## src/hw/rtl/mf3_pkg.sv

```systemverilog
// ---------------------------------------------------------------------------
// mf3_pkg
// Shared constants and types of the 3x3 maximum filter.
// ---------------------------------------------------------------------------
package mf3_pkg;

  // window side length
  localparam int unsigned Win = 3;

  // configuration register map (word index)
  localparam logic RegImageSize = 1'b0;

  localparam int unsigned ImageSizeBits = 8;
  localparam logic [ImageSizeBits-1:0] ImageSizeRst = 8'd128;
  localparam logic [ImageSizeBits-1:0] ImageSizeMin = 8'd3;

  // tag that travels with a window toward the output register
  typedef struct packed {
    logic emit;
    logic row_end;
    logic frame_end;
  } mf3_tag_t;

endpackage

```

## src/hw/rtl/max_filter_3x3.sv

```systemverilog
// ---------------------------------------------------------------------------
// max_filter_3x3
// Valid-region 3x3 maximum (grey dilation) over a streamed square image.
// ---------------------------------------------------------------------------
//   channel  | direction | handshake             | payload
//   ---------+-----------+-----------------------+------------------------------
//   pixel in | input     | in_valid_i/in_stall_o | pixel_value_i
//   result   | output    | out_valid_o/out_stall_i| local_max_o, row_end_o,
//            |           |                       | frame_end_o
//   config   | input     | apb psel/penable      | image_size at byte 0
//
// One pixel per clock. Both line buffers share one RAM whose read address
// runs one pixel ahead of the column counter, so the previous rows' pixels
// are ready when the next beat arrives. A result passes through the window
// register, then the output register. Reset clears the counters, window and
// control; the RAM contents are not cleared. Input stalls only while a result
// waits in the window stage behind a stalled output register.
// ---------------------------------------------------------------------------
module max_filter_3x3 #(
  parameter int unsigned MAX_SIZE   = 128,
  parameter int unsigned PIXEL_BITS = 8
) (
  input  logic                  clk_i,
  input  logic                  rst_ni,
  // apb configuration
  input  logic                  psel,
  input  logic                  penable,
  input  logic                  pwrite,
  input  logic [2:0]            paddr,
  input  logic [31:0]           pwdata,
  output logic [31:0]           prdata,
  output logic                  pready,
  // pixel input
  input  logic                  in_valid_i,
  output logic                  in_stall_o,
  input  logic [PIXEL_BITS-1:0] pixel_value_i,
  // result output
  output logic                  out_valid_o,
  input  logic                  out_stall_i,
  output logic [PIXEL_BITS-1:0] local_max_o,
  output logic                  row_end_o,
  output logic                  frame_end_o
);
  import mf3_pkg::*;

  localparam int unsigned CntBits  = $clog2(MAX_SIZE);
  localparam int unsigned SideBits =
      (CntBits + 1 > ImageSizeBits) ? CntBits + 1 : ImageSizeBits;
  localparam logic [SideBits-1:0] MaxSide = SideBits'(MAX_SIZE);

  // configuration
  logic [ImageSizeBits-1:0] image_size_q;
  logic                     reg_sel;

  assign reg_sel = (paddr[2] == RegImageSize);
  assign pready  = 1'b1;
  assign prdata  = reg_sel ? 32'(image_size_q) : 32'd0;

  always_ff @(posedge clk_i or negedge rst_ni) begin
    if (!rst_ni) begin
      image_size_q <= ImageSizeRst;
    end else if (psel && penable && pwrite && pready && reg_sel) begin
      image_size_q <= pwdata[ImageSizeBits-1:0];
    end
  end

  // side length, clamped to the supported range
  logic [SideBits-1:0] side_raw;
  logic [SideBits-1:0] side;

  assign side_raw = SideBits'(image_size_q);

  always_comb begin
    if (image_size_q < ImageSizeMin) begin
      side = SideBits'(ImageSizeMin);
    end else if (side_raw > MaxSide) begin
      side = MaxSide;
    end else begin
      side = side_raw;
    end
  end

  // handshake
  mf3_tag_t tag_q, tag_d;
  logic     out_valid_q;
  logic     tag_move;
  logic     accept;

  assign tag_move   = tag_q.emit && (!out_valid_q || !out_stall_i);
  assign in_stall_o = tag_q.emit && out_valid_q && out_stall_i;
  assign accept     = in_valid_i && !in_stall_o;

  // position counters
  logic [CntBits-1:0] col_q, col_d;
  logic [CntBits-1:0] row_q, row_d;
  logic               last_col;
  logic               last_row;
  logic               emit;

  assign last_col = (SideBits'(col_q) + SideBits'(1)) >= side;
  assign last_row = (SideBits'(row_q) + SideBits'(1)) >= side;
  assign emit     = (row_q >= CntBits'(2)) && (col_q >= CntBits'(2)) &&
                    (SideBits'(row_q) < side) && (SideBits'(col_q) < side);

  always_comb begin
    col_d = col_q;
    row_d = row_q;
    if (accept) begin
      if (last_col) begin
        col_d = '0;
        row_d = last_row ? '0 : row_q + CntBits'(1);
      end else begin
        col_d = col_q + CntBits'(1);
      end
    end
  end

  // line buffers: {row above previous, previous row} per column
  logic [2*PIXEL_BITS-1:0] lb_wdata;
  logic [2*PIXEL_BITS-1:0] lb_rdata;
  logic [PIXEL_BITS-1:0]   top_px;
  logic [PIXEL_BITS-1:0]   mid_px;

  assign top_px   = lb_rdata[2*PIXEL_BITS-1:PIXEL_BITS];
  assign mid_px   = lb_rdata[PIXEL_BITS-1:0];
  assign lb_wdata = {mid_px, pixel_value_i};

  // read address looks one beat ahead so data is ready back to back
  mf3_ram #(
    .Width (2 * PIXEL_BITS),
    .Depth (MAX_SIZE)
  ) u_line_buf (
    .clk_i   (clk_i),
    .we_i    (accept),
    .waddr_i (col_q),
    .wdata_i (lb_wdata),
    .raddr_i (col_d),
    .rdata_o (lb_rdata)
  );

  // 3x3 window, column 2 is the newest
  logic [PIXEL_BITS-1:0] win_q [Win][Win];

  always_ff @(posedge clk_i or negedge rst_ni) begin
    if (!rst_ni) begin
      col_q <= '0;
      row_q <= '0;
      for (int r = 0; r < Win; r++) begin
        for (int c = 0; c < Win; c++) begin
          win_q[r][c] <= '0;
        end
      end
    end else if (accept) begin
      col_q <= col_d;
      row_q <= row_d;
      for (int r = 0; r < Win; r++) begin
        win_q[r][0] <= win_q[r][1];
        win_q[r][1] <= win_q[r][2];
      end
      win_q[0][2] <= top_px;
      win_q[1][2] <= mid_px;
      win_q[2][2] <= pixel_value_i;
    end
  end

  always_comb begin
    tag_d = tag_q;
    if (accept) begin
      tag_d.emit      = emit;
      tag_d.row_end   = last_col;
      tag_d.frame_end = last_col && last_row;
    end else if (tag_move) begin
      tag_d.emit = 1'b0;
    end
  end

  // maximum of the window
  logic [PIXEL_BITS-1:0] win_max;

  always_comb begin
    win_max = '0;
    for (int r = 0; r < Win; r++) begin
      for (int c = 0; c < Win; c++) begin
        if (win_q[r][c] > win_max) begin
          win_max = win_q[r][c];
        end
      end
    end
  end

  // output register
  logic [PIXEL_BITS-1:0] local_max_q;
  logic                  row_end_q;
  logic                  frame_end_q;

  always_ff @(posedge clk_i or negedge rst_ni) begin
    if (!rst_ni) begin
      tag_q       <= '0;
      out_valid_q <= 1'b0;
    end else begin
      tag_q <= tag_d;
      if (tag_move) begin
        out_valid_q <= 1'b1;
      end else if (!out_stall_i) begin
        out_valid_q <= 1'b0;
      end
    end
  end

  always_ff @(posedge clk_i) begin
    if (tag_move) begin
      local_max_q <= win_max;
      row_end_q   <= tag_q.row_end;
      frame_end_q <= tag_q.frame_end;
    end
  end

  assign out_valid_o = out_valid_q;
  assign local_max_o = local_max_q;
  assign row_end_o   = row_end_q;
  assign frame_end_o = frame_end_q;

endmodule

```

## src/hw/rtl/mf3_ram.sv

```systemverilog
// ---------------------------------------------------------------------------
// mf3_ram
// Generic simple dual-port RAM: one write port, one read port, registered read.
// ---------------------------------------------------------------------------
module mf3_ram #(
  parameter int unsigned Width = 16,
  parameter int unsigned Depth = 128
) (
  input  logic                     clk_i,
  input  logic                     we_i,
  input  logic [$clog2(Depth)-1:0] waddr_i,
  input  logic [Width-1:0]         wdata_i,
  input  logic [$clog2(Depth)-1:0] raddr_i,
  output logic [Width-1:0]         rdata_o
);

  logic [Width-1:0] mem_q [Depth];
  logic [Width-1:0] rdata_q;

  always_ff @(posedge clk_i) begin
    if (we_i) begin
      mem_q[waddr_i] <= wdata_i;
    end
    rdata_q <= mem_q[raddr_i];
  end

  assign rdata_o = rdata_q;

endmodule

```

## config.mk

```make
export PLATFORM = sky130hd
export DESIGN_NAME = max_filter_3x3
export DESIGN_NICKNAME = d
export VERILOG_FILES = /design/src/hw/rtl/mf3_pkg.sv /design/src/hw/rtl/max_filter_3x3.sv /design/src/hw/rtl/mf3_ram.sv
export SDC_FILE = /design/constraint.sdc
export NUM_CORES = 2
export LEC_CHECK = 0
export ABC_AREA = 1
export BUFFER_PORTS_ARGS = -buffer_cell sky130_fd_sc_hd__buf_2
export CAP_MARGIN = 0
export CORE_UTILIZATION = 45
export DETAILED_ROUTE_END_ITERATION = 6
export PLACE_DENSITY_LB_ADDON = 0.15
export SKIP_CTS_REPAIR_TIMING = 1
export SLEW_MARGIN = 20
export SYNTH_ARGS = -nofsm -noshare
export SYNTH_HDL_FRONTEND = slang
export SYNTH_HIERARCHICAL = 1
export SYNTH_SLANG_ARGS = --single-unit
```

## constraint.sdc

```tcl
create_clock -name clk_i -period 11.6 [get_ports clk_i]
set_clock_uncertainty 0.05 [all_clocks]
set_input_delay 1.16 -clock clk_i [delete_from_list [all_inputs] [get_ports clk_i]]
set_output_delay 1.16 -clock clk_i [all_outputs]
set_load 0.01 [all_outputs]
```

Word-level counts from Yosys, hierarchy flattened
Memory sizes are Yosys's and may differ from the RTL's. A register that Yosys moved wholly into a read port is not among the register bits.
Cells that the tools add are included.
{"block": "word_totals", "ram_bits": 2048, "word_cells": 81, "mem_count": 1, "latchBits": 0, "romBits": 0, "regBits": 108, "out_inout_bits": 45, "in_bits": 50}
{"memory": "u_line_buf.mem_q", "depth": 128, "word_bits": 16, "read_ports": 1, "rd_clocked_by_memory_dff": 1, "write_ports": 1, "line": "mf3_ram.sv:17", "source": "logic [Width-1:0] mem_q [Depth];"}
{"block": "classes", "shifts": 0, "n_reduce_logical": 17, "order_cmp": 17, "eq_ne": 1, "addsub": 4, "n_div": 0, "mux": 21, "n_bitwise": 1, "n_mul": 0}
{"cell": "two-way mux 8 bit", "count": 12}
{"cell": "greater-than comparator 8 bit", "count": 8}
{"cell": "two-way mux 7 bit", "count": 3}
{"cell": "adder 7 x 1 -> 8 bit, second input constant", "count": 2}
{"cell": "greater-or-equal comparator 8 bit", "count": 2}
{"cell": "less-than comparator 7 x 8 -> 1 bit", "count": 2}
{"cell": "adder 7 x 1 -> 7 bit, second input constant", "count": 2}
{"cell": "greater-or-equal comparator 7 x 2 -> 1 bit, second input constant", "count": 2}
{"cell": "logical AND 1 bit", "count": 11}
{"cell": "greater-than comparator 8 x 1 -> 1 bit, second input constant", "count": 1}
{"cell": "greater-than comparator 8 bit, second input constant", "count": 1}
{"cell": "less-than comparator 8 x 2 -> 1 bit, second input constant", "count": 1}
{"cell": "two-way mux 1 bit", "count": 6}
{"cell": "zero test 1 bit", "count": 3}
{"cell": "!= test 2 x 1 -> 1 bit, second input constant", "count": 1}
{"cell": "AND reduction 2 bit", "count": 1}
{"cell": "nonzero test 2 bit", "count": 1}
{"cell": "logical OR 1 bit", "count": 1}
{"cell": "inverter 1 bit", "count": 1}

Logic depth before layout (Yosys ltp)
{"block": "depth", "ltp_word": 18, "ltp_mapped": 91}

Modules after synthesis
Netlist, hierarchy kept.
{"module": "mf3_ram", "instances": 1, "cells_per_inst": 6793, "seq_area_each_um2": 61819.3, "area_each_um2": 82828.2}
{"module": "max_filter_3x3", "instances": 1, "cells_per_inst": 1000, "seq_area_each_um2": 2753.9, "area_each_um2": 7602.3}

Least setup slack after synthesis
Ideal clock, no wire load.
{"block": "synth_timing", "path_type": "register -> register", "startpoint": "register win_q[63] in the netlist's numbering", "endpoint": "register local_max_q[0] (netlist: local_max_o[0]) (data pin)", "setup_time_ps": 254, "path_buffers": 6, "synth_period_minus_slack_ps": 10232, "slack_ps": 1368, "t_required_ps": 11296, "stages_incl_launch_ff": 68, "arrival_ps": 9928, "path_cell_list": "dfrtp_1 > ha_1 > a21o_1 > nor2_1 > nand2_1 > nand2_2 > clkbuf_1 > o21ai_0 > ha_1 > nand2_1 > nor2_1 > nand4_1 > nand2_2 > clkbuf_1 > nand2_1 > o21ai_0 > ha_1 > a21oi_1 > [... 32 more ...] > o21ai_1 > ha_1 > a21oi_1 > nor2_1 > a211oi_1 > nand2_4 > nand2_8 > nand2_2 > nand2_1 > ha_1 > a21oi_1 > o21ai_0 > nand2_1 > o211ai_1 > nand2_1 > inv_1 > nand2_1 > nand2_1"}
{"block": "synth_between", "elab_chain_cells": 16}
{"element": "start: declaration", "line": "max_filter_3x3.sv:142", "source": "logic [PIXEL_BITS-1:0] win_q [Win][Win];"}
{"element": "start signal: indexed assignment", "line": "max_filter_3x3.sv:157", "source": "win_q[r][0] <= win_q[r][1];"}
{"element": "start signal: indexed assignment", "line": "max_filter_3x3.sv:158", "source": "win_q[r][1] <= win_q[r][2];"}
{"element": "greater-than comparator 8 bit", "line": "max_filter_3x3.sv:184", "source": "if (win_q[r][c] > win_max) begin"}
{"element": "two-way mux 8 bit *", "line": "max_filter_3x3.sv:184"}
{"element": "greater-than comparator 8 bit", "line": "max_filter_3x3.sv:184"}
{"element": "two-way mux 8 bit *", "line": "max_filter_3x3.sv:184"}
{"element": "greater-than comparator 8 bit", "line": "max_filter_3x3.sv:184"}
{"element": "two-way mux 8 bit *", "line": "max_filter_3x3.sv:184"}
{"element": "greater-than comparator 8 bit", "line": "max_filter_3x3.sv:184"}
{"element": "two-way mux 8 bit *", "line": "max_filter_3x3.sv:184"}
{"element": "greater-than comparator 8 bit", "line": "max_filter_3x3.sv:184"}
{"element": "two-way mux 8 bit *", "line": "max_filter_3x3.sv:184"}
{"element": "greater-than comparator 8 bit", "line": "max_filter_3x3.sv:184"}
{"element": "two-way mux 8 bit *", "line": "max_filter_3x3.sv:184"}
{"element": "greater-than comparator 8 bit", "line": "max_filter_3x3.sv:184"}
{"element": "two-way mux 8 bit *", "line": "max_filter_3x3.sv:184"}
{"element": "greater-than comparator 8 bit", "line": "max_filter_3x3.sv:184"}
{"element": "two-way mux 8 bit *", "line": "max_filter_3x3.sv:184"}
{"element": "via win_max[0]", "line": "max_filter_3x3.sv:178", "source": "logic [PIXEL_BITS-1:0] win_max;"}
{"element": "end signal: assignment", "line": "max_filter_3x3.sv:212", "source": "local_max_q <= win_max;"}
{"element": "end: declaration", "line": "max_filter_3x3.sv:192", "source": "logic [PIXEL_BITS-1:0] local_max_q;"}
The timed path passes the listed nets; every way through them passes the cells marked *.
A chain may end at the register's enable or synchronous reset.

Worst setup path after layout
Ends and elaborated chain as after synthesis.

==> impl_summary.md <==
Yosys
The share of the Yosys chip area taken by registers is 0.714. The biggest area consumer among synthesized cells is sky130_fd_sc_hd__edfxtp_1. Counting flops with an async set or reset pin after synthesis yields a share of 0.0451.

The synthesized netlist cell count is 7,793. The share of synthesized area in the top cell type comes to 0.683. For this run, the number of Yosys warnings is 6. The predominant post-synthesis flop cell is sky130_fd_sc_hd__edfxtp_1. By area the synthesized netlist is led by sky130_fd_sc_hd__edfxtp_1 (68%), sky130_fd_sc_hd__nand3_1 (11%), sky130_fd_sc_hd__nand2_1 (10%).

The number of flops mapped to enable cells by yosys is 2,058. The number of register bits inferred by synthesis is 2,172. The per-instance average area after synthesis is 11.6 sq um. The cell area that synthesis handed to floorplanning was 90,400 sq um. The synthesized netlist contains 46 unique library cells.

Clock network
The TritonCTS clock tree is built. Counting every sink on the clock net gives 2,172. The clock latency on the worst-skew pair is 850 ps. The number of buffers on the longest clock path is 3.

CTS built an H-tree with a depth of 4. The clock-pin slew of the registers on the worst-case setup and hold paths is 60 ps. Buffers inserted during clock tree synthesis total 219. The CTS root buffer is sky130_fd_sc_hd__clkbuf_16.

Detailed routing
The iteration-0 DRC count of the detailed router is 6,097. Using the TritonRoute via totals, the vias-per-cell ratio works out to 5.60. The routed wire length is 252 mm. The number of nets with antenna violations after routing is 0. After detailed routing, the number of remaining DRC violations is 0. The routed via count is 59,450. The mean routed wirelength per cell is 23.7 um.

For this run, the detailed router's first-pass iteration total came to 6.

Worst hold path
The worst hold path class is in -> async.

Setup path
STA classifies the critical path startpoint as a flop. The kind of end point of the critical path is a flop. Among all stages on the critical path, the largest delay is contributed by sky130_fd_sc_hd__dfrtp_1.

The critical path's most frequent cell is sky130_fd_sc_hd__nand2_1. The reg-to-reg critical path startpoint is win_q[63]. The arrival time at the worst endpoint is 10,930 ps.

In this design, the largest share of critical-path delay is due to simple AND/OR/NAND/NOR gates. The longest individual stage delay on the worst path is 410 ps. The maximum net fanout on the critical path is 16. The worst setup path is of the reg -> reg kind. The start point of the critical path is win_q[63].

The worst endpoint required time is 12,130 ps. The count of buffering cells on the critical path with inverters included is 4.

Cells and area
Compared with the post-synthesis result, the final layout area differs by 10.8%. Leaving out fill and tap cells, the most frequent cells in the layout are sky130_fd_sc_hd__nand2_1 (2,396), sky130_fd_sc_hd__nand3_1 (2,071), sky130_fd_sc_hd__edfxtp_1 (2,058), sky130_fd_sc_hd__clkbuf_16 (221), sky130_fd_sc_hd__buf_4 (194). The total of fill cells in the finished design is 17,410. The area taken by multi-input logic gates is 22,800 sq um.

In the final layout, the share of cells above drive strength 1 is 0.0775. The area occupied by registers is 64,600 sq um. The final net count is 7,915. The most common cell after layout, fill and taps aside is sky130_fd_sc_hd__nand2_1.

GRT
Across every metal layer, demand over resource in global routing totals 0.245. The maximum number of pins on one net before global-route repair is 213. The initial antenna violation count is 6. The final global-route overflow total is 0. The via count of the first global-routing pass was 56,133. The global-route wire length before repair is 373 mm.

Die
The placeable core region is 200,000 sq um. 95 I/O pins were placed. In this run the vertical extent of the chip is 450 um. For this configuration, the core starts out at a cell density of 0.453. The die outline area is 203,000 sq um.

The die width is 450 um. The floorplan has 164 rows.

Placement
In this run the tool buffered the top-level ports with 43 buffer cells. The last weighted congestion value of the routability-driven placer is 0.853. The estimated wirelength of the detail-placed design is 133 mm.

Timing
Timing would allow up to 0.0961 GHz. Measured against its own limit, the worst slew margin works out to 0.233. Setup repair after global routing left no endpoint under its margin. After layout, the minimum clock period comes to 10,400 ps. The number of failing setup endpoints in the final timing report is 0. The final max-slew violation count is 0.

Of the available clock period, the critical path in the final layout requires 0.897. The final setup TNS is 0 ps. The number of hold violations in the final report came to 0. The actual slew at the worst max-slew pin is 1150 ps.

Run status
The flow ran to the end, and the final reports show no timing, DRC or antenna violations.

Flow run
The count of max-cap constraint violations is 0.
metrics by stage:
stage	hold WS, ps	utilization	setup slack, ps	cells	instance area [sq um]
2_1_floorplan	352	-	1370	7816	90500
3_3_place_gp	390	0.467	542	10210	93200
3_5_place_dp	383	0.467	647	10210	93200
4_1_cts	189	0.502	592	10613	100000
5_1_grt	233	0.502	18.0	10613	100000
6_report	238	0.502	1200	10619	100000
layer usage:
layer	GRT usage	routed length, um	vias up
li1	-	-	27461
met1	0.347	109000	29569
met2	0.387	117000	2041
met3	0.0428	18900	379
met4	0.0691	6630	0
met5	0	0	-
cell type report:
type                            instances  share of cell area
Clock buffer                          270              0.0574
Sequential cell                      2172               0.645
Tap cell                             2656              0.0332
Multi-Input combinational cell       5004               0.228
Clock inverter                        133              0.0116
Antenna cell                            6            0.000150
Inverter                              131             0.00531
Timing Repair Buffer                  247              0.0196
path summary, 6_finish.rpt:
check / depth (start not counted) / endpoint / slack (ps)
worst max-delay path: 64 / local_max_o[0] / 1200
worst min-delay path: 1 / win_q[64] / 240
worst max register to register: 64 / local_max_o[0] / 1200
worst min register to register: 2 / win_q[54] / 390
max in group asynchronous: 2 / win_q[37] / 10070
min in group clk_i: 2 / win_q[54] / 390
sequential cells by signal (all words and copies together), names as in the netlist:
name	cells
tag_q	3
row_q	7
row_end_o	1
image_size_q	8
u_line_buf/rdata_o	16
win_q	72
col_q	7
u_line_buf/mem_q	2048
frame_end_o	1
out_valid_o	1
local_max_o	8
synth_stat cells, types with 3 or more instances:
cell	instances
sky130_fd_sc_hd__dfxtp_1	16
sky130_fd_sc_hd__nand2_2	22
sky130_fd_sc_hd__edfxtp_1	2058
sky130_fd_sc_hd__nor4_1	3
sky130_fd_sc_hd__nand2_4	7
sky130_fd_sc_hd__nor2_2	6
sky130_fd_sc_hd__nor3_1	10
sky130_fd_sc_hd__nand4_2	3
sky130_fd_sc_hd__buf_2	252
sky130_fd_sc_hd__dfrtp_1	97
sky130_fd_sc_hd__nand4_1	12
sky130_fd_sc_hd__xor2_1	7
sky130_fd_sc_hd__o211ai_1	4
sky130_fd_sc_hd__buf_6	22
sky130_fd_sc_hd__inv_1	120
sky130_fd_sc_hd__o21ai_0	91
sky130_fd_sc_hd__ha_1	90
sky130_fd_sc_hd__o21ai_1	8
sky130_fd_sc_hd__buf_1	43
sky130_fd_sc_hd__nor2_1	181
sky130_fd_sc_hd__a211oi_1	6
sky130_fd_sc_hd__o21a_1	5
sky130_fd_sc_hd__inv_2	8
sky130_fd_sc_hd__nand3_1	2071
sky130_fd_sc_hd__clkbuf_1	105
sky130_fd_sc_hd__nand2_1	2398
sky130_fd_sc_hd__buf_4	86
sky130_fd_sc_hd__a21oi_1	36
sky130_fd_sc_hd__o21bai_1	5
kinds of logic after synthesis:
kind of cell,after synthesis,share of synthesized area
and+or+nand+nor,4719,0.227
xor gates and xnor gates,7,0.000678
buffers and inverters,640,0.0356
other,2,0.0000830
adders and majority gates,90,0.0125
DFF,2172,0.714
AOI/OAI and AO/OA,163,0.00984
Power is left out: the tool's default activity adds up to more than one toggle a clock period on the data nets, which glitch-free logic cannot reach.
